[src/rtl/lss_pkg.sv]
// Shared types and codes for the LIFO stack with in-place sort.
package lss_pkg;

   // Opcodes of an input beat
   localparam logic [1:0] OP_PUSH = 2'd0;
   localparam logic [1:0] OP_POP  = 2'd1;
   localparam logic [1:0] OP_SORT = 2'd2;

   // Result status codes
   localparam logic [1:0] STAT_OK    = 2'd0;
   localparam logic [1:0] STAT_FULL  = 2'd1;
   localparam logic [1:0] STAT_EMPTY = 2'd2;

   // Width of the reported entry count
   localparam int CNT_OUT_W = 11;

   typedef struct packed {
      logic [1:0]         opcode;
      logic signed [31:0] push_value;
   } lss_req_type;

   typedef struct packed {
      logic signed [31:0]     result_value;
      logic [1:0]             status;
      logic [CNT_OUT_W-1:0]   item_count;
      logic                   is_empty;
   } lss_rsp_type;

   // Source of the result word
   typedef enum logic [1:0] {
      SRC_ZERO = 2'd0,
      SRC_PUSH = 2'd1,
      SRC_MEM  = 2'd2
   } lss_src_type;

   // Commands from the controller to the datapath
   typedef struct packed {
      logic        push_wr;     // store push word at count, count + 1
      logic        pop_dec;     // count - 1
      logic        sort_begin;  // read entry 1, i = 1
      logic        key_load;    // key = read data, j = i, read entry i - 1
      logic        cmp_shift;   // entry j = read data, j - 1, read entry j - 2
      logic        key_place;   // entry j = key, i + 1, read entry i + 1
      logic        rsp_valid;   // register a result beat
      lss_src_type rsp_src;
      logic [1:0]  rsp_status;
   } lss_cmd_type;

   // Status from the datapath to the controller
   typedef struct packed {
      logic empty;     // no entries stored
      logic full;      // every entry holds a word
      logic lt_two;    // fewer than two entries
      logic greater;   // read entry orders above the key
      logic j_one;     // j has reached entry 1, so the read entry is entry 0
      logic i_last;    // current key is the last stored entry
   } lss_stat_type;

endpackage

[src/rtl/lss_ctrl.sv]
// Controller state machine: sequences push, pop and the insertion sort.
module lss_ctrl (
   input  logic                 clock,
   input  logic                 reset,
   input  logic                 start,
   input  logic [1:0]           opcode,
   input  lss_pkg::lss_stat_type stat,
   output logic                 busy,
   output lss_pkg::lss_cmd_type  cmd
);
   import lss_pkg::*;

   typedef enum logic [5:0] {
      ST_IDLE  = 6'b000001,
      ST_TOP   = 6'b000010,
      ST_KEY   = 6'b000100,
      ST_CMP   = 6'b001000,
      ST_PLACE = 6'b010000,
      ST_FIN   = 6'b100000
   } state_type;

   state_type  state_ff, state_in;
   logic [1:0] pend_ff, pend_in;

   // next state and command decode
   always_comb begin
      cmd      = '0;
      cmd.rsp_src = SRC_ZERO;
      state_in = state_ff;
      pend_in  = pend_ff;
      unique case (state_ff)
         ST_IDLE: begin
            if (start) begin
               if (opcode == OP_PUSH) begin
                  if (stat.full) begin
                     cmd.sort_begin = 1'b0;
                     pend_in  = STAT_FULL;
                     state_in = ST_TOP;
                  end else begin
                     cmd.push_wr    = 1'b1;
                     cmd.rsp_valid  = 1'b1;
                     cmd.rsp_src    = SRC_PUSH;
                     cmd.rsp_status = STAT_OK;
                  end
               end else if (opcode == OP_POP) begin
                  if (stat.empty) begin
                     cmd.rsp_valid  = 1'b1;
                     cmd.rsp_src    = SRC_ZERO;
                     cmd.rsp_status = STAT_EMPTY;
                  end else begin
                     cmd.pop_dec = 1'b1;
                     pend_in  = STAT_OK;
                     state_in = ST_TOP;
                  end
               end else if (opcode == OP_SORT && !stat.lt_two) begin
                  cmd.sort_begin = 1'b1;
                  pend_in  = STAT_OK;
                  state_in = ST_KEY;
               end else begin
                  // short sort or no-op: report the top entry, or zero when empty
                  if (stat.empty) begin
                     cmd.rsp_valid  = 1'b1;
                     cmd.rsp_src    = SRC_ZERO;
                     cmd.rsp_status = STAT_OK;
                  end else begin
                     pend_in  = STAT_OK;
                     state_in = ST_TOP;
                  end
               end
            end
         end
         ST_TOP: begin
            // top entry read last cycle is on the RAM output
            cmd.rsp_valid  = 1'b1;
            cmd.rsp_src    = SRC_MEM;
            cmd.rsp_status = pend_ff;
            state_in       = ST_IDLE;
         end
         ST_KEY: begin
            cmd.key_load = 1'b1;
            state_in     = ST_CMP;
         end
         ST_CMP: begin
            if (stat.greater) begin
               cmd.cmp_shift = 1'b1;
               if (stat.j_one) begin
                  state_in = ST_PLACE;
               end
            end else begin
               cmd.key_place = 1'b1;
               state_in = stat.i_last ? ST_FIN : ST_KEY;
            end
         end
         ST_PLACE: begin
            cmd.key_place = 1'b1;
            state_in = stat.i_last ? ST_FIN : ST_KEY;
         end
         ST_FIN: begin
            // last write may hit the top entry, so read it here, after that write
            state_in = ST_TOP;
         end
         default: begin
            state_in = ST_IDLE;
         end
      endcase
   end

   // state registers
   always_ff @(posedge clock) begin
      if (reset) begin
         state_ff <= ST_IDLE;
         pend_ff  <= STAT_OK;
      end else begin
         state_ff <= state_in;
         pend_ff  <= pend_in;
      end
   end

   assign busy = (state_ff != ST_IDLE);

endmodule

[config.mk]
export PLATFORM = sky130hd
export DESIGN_NAME = lss_ctrl
export DESIGN_NICKNAME = d
export VERILOG_FILES = /design/src/rtl/lss_pkg.sv /design/src/rtl/lss_ctrl.sv
export SDC_FILE = /design/constraint.sdc
export NUM_CORES = 1
export LEC_CHECK = 0
export BUFFER_PORTS_ARGS = -buffer_cell sky130_fd_sc_hd__buf_2
export CAP_MARGIN = 20
export CELL_PAD_IN_SITES_DETAIL_PLACEMENT = 0
export CELL_PAD_IN_SITES_GLOBAL_PLACEMENT = 1
export CORE_UTILIZATION = 33
export DETAILED_ROUTE_END_ITERATION = 8
export HOLD_SLACK_MARGIN = 0.06
export MAX_ROUTING_LAYER = met4
export PLACE_DENSITY_LB_ADDON = 0.1
export SYNTH_ARGS = -nofsm -noshare
export SYNTH_HDL_FRONTEND = slang
export SYNTH_SLANG_ARGS = --single-unit
[constraint.sdc]
create_clock -name clock -period 3.8 [get_ports clock]
set_input_delay 0.38 -clock clock [delete_from_list [all_inputs] [get_ports clock]]
set_output_delay 0.38 -clock clock [all_outputs]
set_load 0.005 [all_outputs]
==> flow_summary_export.csv, run 1 <==
group,metric,value,unit
synth,synthAdderAreaFrac,0,
route,drt_iter0_markers,8,
clock_network,insertion_delay,0.25,ns
pwr,power_density,329,nW/um2
global_routing,first_global_vias,530,
route,wl,1340,um
worst_setup_path,critPathSlowestCell,"nor4_2",
cells_and_area,finalInstanceArea,688,um2
worst_setup_path,path_delay_family,"simple AND/OR/NAND/NOR gates",
synth,synth_top_area_cell,"dfxtp_1",
sta,min_period_over_period,0.575,
die,dieArea,1790,um2
synth,synth-simple-area-share,0.477,
worst_setup_path,critPathKind,"reg -> out",
place,post-place-ws,1.91,ns
place,hpwlAfterDp,1080,um
synth,synth_flop_cell,"dfxtp_1",
clock_network,post-cts-setup-buffers,0,
clock_network,htreeDepth,1,
worst_setup_path,reg2reg_depth,4,
route,drtPass1Iterations,4,
synth,synth_top_family_by_area,"simple AND/OR/NAND/NOR gates",
die,core-area,1510,um2
synth,synth_seq_cells,8,
worst_setup_path,arrival,1.80,ns
pwr,power_frac_comb,0.294,
sta,final.setup.tns,0,ns
synth,synth_warnings,0,
die,rows,14,
pwr,p_seq_frac,0.419,
die,start_util,0.355,
sta,hold_viol,0,
synth,mappedNetlistArea,536,um2
sta,worst_pin_slew,0.458,ns
die,die_w,42.3,um
min_path,holdPathStages,2,
clock_network,cts_root_buf,"clkbuf_4",
sta,report.final.setup_viol,0,
synth,synth_area_leaders,"dfxtp_1 (30%), nor2b_1 (12%), nor3b_1 (5.6%)",
clock_network,cts_tree,"yes",
synth,synth_xor_area_frac,0,
route,ant_nets,0,
synth,yosysMostFrequentCell,"nor2b_1",
synth,synthTopCellsByCount,"nor2b_1 (10), dfxtp_1 (8), nor2_1 (7)",
global_routing,grt_first_pass_wirelength,2280,um
synth,synth_area_per_cell,7.88,um2
cells_and_area,finalNetCount,106,
sta,final-max-slew-violation-count,0,
route,dr_total_vias,589,
synth,synth-compound-area-share,0.210,
cells_and_area,fillers,164,
die,io_pins,23,
synth,synth.top_cell.area_share,0.299,
worst_setup_path,cp.buffers_inverters,1,
clock_network,clock_sinks,8,
clock_network,ctsResizeCount,0,
synth,syn_nets,79,
synth,synthMuxAreaShare,0,
synth,syn-instance-count,68,
sta,rsz0062_at_grt,"false",
pwr,p_leak,0.000314,uW
worst_setup_path,crit_chain,"nor4_2 > nand3_2 > nor3b_1 > a22o_1 > buf_2",
place,dp.cells,106,
clock_network,cts.hold.buffers_added,0,
worst_setup_path,end_kind,"output pin",
cells_and_area,area_growth,28.5,%
worst_setup_path,max_stage_delay,0.41,ns
route,wl_per_cell,12.3,um
synth,async_flop_share,0,
outcome,status,"finished clean",
pwr,p_int,155,uW
worst_setup_path,critPathLaunchType,"register",
global_routing,grt_util_all_layers,0.169,
cells_and_area,stdcell_count,109,
clock_network,cts.clk_slew.worst_paths,0.06,ns
pwr,clockPowerShare,0.288,
worst_setup_path,cp.depth,5,
place,port_buffers,22,
worst_setup_path,cp.required,3.42,ns
die,fp.dieH,42.3,um
route,avgViaCountPerCell,5.40,
worst_setup_path,crit_fanout,8,
synth,synth_edf_count,0,
global_routing,grt-ovfl-total,0,
cells_and_area,drive_gt1_frac,0.301,
pwr,irDropWorstVdd,156,uV
sta,fmax,0.458,GHz
clock_network,clock_path_buffers,2,
sta,slew_headroom,0.692,
global_routing,antenna_found_initial,0,
synth,seq_area_frac_synth,0.299,
min_path,hold_class,"in -> reg",
pwr,switchingPower,72.0,uW
sta,layout_min_cycle_time,2.18,ns
clock_network,cts_buffers,3,
sta,fin_skew,0.00827,ns
job,maxCapViolations,0,
cells_and_area,n_antenna_cell,0,
synth,ys_types,31,
place,place.gp.congestion,0.754,
pwr,swShare,0.318,
sta,fin_ws,1.62,ns
route,drc,0,
place,placed_area,666,um2
global_routing,grt_start_max_net_pins,9,
==> final timing paths <==
check                           slack (ns)   startpoint           to
worst max register to register        2.25  state_ff[2]  state_ff[2]
worst min-delay path                  0.36        reset   pend_ff[0]
worst min register to register        0.47   pend_ff[0]   pend_ff[0]
worst max-delay path                  1.62  state_ff[1]       cmd[1]
==> layer usage <==
metal,GRT usage,wire (um),part of all wire
met1,0.236,679,0.51
met2,0.240,608,0.45
met3,0.0259,51,0.038
met4,0.0750,4,0.0030
met5,-,0,0
==> area by class of cell <==
class	instances	area, um2	share of cell area
tap	16	20.0	0.0291
timing repair buffer	22	110	0.160
multi-input combinational	58	368	0.535
inverter	2	7.51	0.0109
sequential	8	160	0.233
clock buffer	3	22.5	0.0327
==> kinds of logic (layout without fill, tap and decap cells) <==
family / count (synthesis) / count (layout)
flops: 8 / 8
simple gates: 41 / 41
compound gates: 17 / 17
buf+inv: 2 / 27
==> layout by cell type, fill, tap and decap left out, drive strengths merged <==
cell     n
a22o     1
clkbuf   3
a311o    1
or2      2
o21ai    4
inv      2
a31oi    2
and4b    1
nor3     3
dfxtp    8
o22ai    1
nand4b   1
o311ai   1
o22a     1
a21o     1
nand2    4
and2b    1
nor4     2
o21bai   1
nand3b   1
nor2     7
nor3b    4
and2     1
buf     22
a22oi    1
nand3    3
nor2b   10
a21oi    3
nor4b    1
==> registers in the layout, summed over array words and instances (netlist names) <==
| register | flops |
|---|---|
| state_ff | 6 |
| pend_ff | 2 |
==> power by group through the flow <==
stage               registers (uW)  clock network, uW  logic (uW)
global placement              96.3                  0        67.1
detailed placement            96.4                  0        66.5
floorplan                     94.7                  0        44.2
global route                  95.1               76.0        73.6
CTS                           94.6               67.2        66.8
finish                        94.9               65.2        66.5
==> stage by stage <==
stage           util  hold WS (ns)  power [uW]
2_1_floorplan      -         0.440         139
3_3_place_gp   0.442         0.475         163
3_5_place_dp   0.442         0.468         163
4_1_cts        0.457         0.348         229
5_1_grt        0.457         0.349         245
6_report       0.457         0.356         227
No activity file was read; power rests on OpenSTA's default activity.
==> run 2, diff against run 1 <==
Settings changed: CORE_UTILIZATION 33 to 28.
Clock period 3.8 ns to 1.8 ns, I/O delays scaled along.
==> flow_summary_export.csv, run 2 (same netlist as run 1, synthesis figures left out) <==
group,metric,value,unit
cells_and_area,layout_commonest_cell,"buf_2",
clock_network,insertion_delay,0.25,ns
clock_network,clock_path_buffers,2,
cells_and_area,top_register,"state_ff",
sta,report.final.setup_viol,0,
route,ant_nets,0,
pwr,irDropWorstVdd,355,uV
global_routing,antenna_found_initial,0,
die,start_util,0.304,
global_routing,grt_first_pass_wirelength,2330,um
worst_setup_path,critPathCapture,"cmd[9]",
route,dr_total_vias,619,
pwr,clockPowerShare,0.276,
place,place.gp.congestion,0.802,
worst_setup_path,critPathSlowestCell,"dfxtp_4",
route,wl,1490,um
clock_network,cts.clk_slew.worst_paths,0.06,ns
cells_and_area,finalNetCount,109,
die,fp.dieH,45.7,um
cells_and_area,n_antenna_cell,0,
cells_and_area,drive_gt1_frac,0.375,
cells_and_area,area_growth,41.1,%
worst_setup_path,max_stage_delay,0.37,ns
global_routing,grt_util_all_layers,0.162,
clock_network,cts_tree,"yes",
pwr,p_leak,0.000342,uW
clock_network,cts_buffers,3,
pwr,switchingPower,165,uW
clock_network,clock_sinks,8,
worst_setup_path,rr_endpoint,"state_ff[0]",
worst_setup_path,crit_fanout,5,
route,drc,0,
sta,slew_headroom,0.743,
worst_setup_path,cp.depth,5,
worst_setup_path,reg2reg_depth,4,
worst_setup_path,r2r_start,"state_ff[3]",
worst_setup_path,regToRegSetupSlack,0.22,ns
pwr,power_density,667,nW/um2
place,port_buffers,22,
global_routing,grt-ovfl-total,0,
die,dieArea,2090,um2
cells_and_area,largest_reg_flops,6,
cells_and_area,final_util,0.428,
route,drtPass1Iterations,4,
sta,hold_viol,0,
pwr,p_int,339,uW
sta,final-max-slew-violation-count,0,
outcome,status,"finished clean",
clock_network,cts_root_buf,"clkbuf_4",
cells_and_area,top_regs,"state_ff (6), pend_ff (2)",
route,avgViaCountPerCell,5.12,
global_routing,grt_start_max_net_pins,8,
sta,min_period_over_period,0.971,
sta,rsz0062_at_grt,"true",
route,wl_per_cell,12.3,um
route,drt_iter0_markers,11,
place,post-place-ws,0.163,ns
worst_setup_path,critPathLaunchType,"register",
sta,fin_skew,0.00309,ns
die,core-area,1760,um2
die,die_w,45.7,um
job,maxCapViolations,0,
worst_setup_path,arrival,1.57,ns
die,io_pins,23,
worst_setup_path,end_kind,"output pin",
sta,layout_min_cycle_time,1.75,ns
clock_network,htreeDepth,1,
worst_setup_path,path_delay_family,"simple AND/OR/NAND/NOR gates",
sta,worst_pin_slew,0.382,ns
global_routing,first_global_vias,514,
place,hpwlAfterDp,1130,um
pwr,p_seq_frac,0.399,
sta,fin_ws,0.0515,ns
pwr,power_frac_comb,0.324,
min_path,hold_class,"in -> reg",
worst_setup_path,cp.buffers_inverters,1,
worst_setup_path,cp.required,1.62,ns
cells_and_area,final_cell_mix,"buf_2 (22), nor2b_1 (9), nor2_1 (7)",
worst_setup_path,crit_chain,"nor4_4 > nand3_2 > nor3b_4 > nor2b_2 > buf_2",
worst_setup_path,crit_start,"state_ff[4]",
pwr,swShare,0.328,
sta,fmax,0.572,GHz
worst_setup_path,critPathKind,"reg -> out",
die,rows,15,
==> run 2: changes by cell type in the layout (fill, tap and decap cells not counted), sizes merged <==
cell | previous run | this run
buf | 22 | 25
==> run 2: area by class of cell <==
| cell class | instances | area [um2] |
|---|---|---|
| Timing Repair Buffer | 25 | 133 |
| Tap cell | 25 | 31.3 |
| Sequential cell | 8 | 165 |
| Fill cell | 204 | 1010 |
| Inverter | 2 | 7.51 |
| Multi-Input combinational cell | 58 | 397 |
| Clock buffer | 3 | 22.5 |
==> run 2: how the worst min path moves through the flow <==
| stage | start | end | slack (ns) | cells past startpoint |
|---|---|---|---|---|
| after detailed placement | reset | pend_ff[0] | 0.40 | 2 |
| after floorplan | reset | pend_ff[0] | 0.25 | 1 |
| final | reset | pend_ff[0] | 0.14 | 2 |
| after global routing | reset | state_ff[5] | 0.13 | 2 |
| after global placement | reset | pend_ff[0] | 0.41 | 2 |
| after CTS | reset | pend_ff[0] | 0.13 | 2 |
==> run 2: worst register-to-register path, stage by stage (launching register included) <==
cell      delay, ns
dfxtp_1        0.46
nor2b_1        0.25
nand3b_1       0.10
a311o_1        0.40
or2_1          0.26
==> run 2: metal layers <==
layer	GRT usage	vias up	share of wire
li1	-	315	-
met1	0.224	281	0.51
met2	0.217	23	0.41
met3	0.0556	0	0.075
met4	0.0529	0	0
met5	-	-	0
==> run 2: repair_timing <==
action	CTS	global route
hold buffers	0	0
setup buffers	0	2
hold endpoints to repair	0	0
gates resized for setup	2	6
setup endpoints to repair	2	4
pin swaps	0	3
gates cloned	0	0
==> run 2: stage by stage <==
stage	TNS [ns]	hold WS [ns]	area (um2)	total power [uW]	instances
detailed placement	0	0.401	684	353	116
floorplan	0	0.249	536	293	68
finish	0	0.135	756	504	121
global route	-0.108	0.128	756	538	121
global placement	0	0.412	684	356	116
CTS	0	0.133	721	498	119
==> run 2: power by group through the flow <==
stage / Clock (uW) / Combinational, uW / Sequential (uW)
2_1_floorplan: 0 / 93.2 / 200
3_3_place_gp: 0 / 153 / 203
3_5_place_dp: 0 / 149 / 203
4_1_cts: 141 / 155 / 201
5_1_grt: 156 / 180 / 202
6_report: 139 / 163 / 201
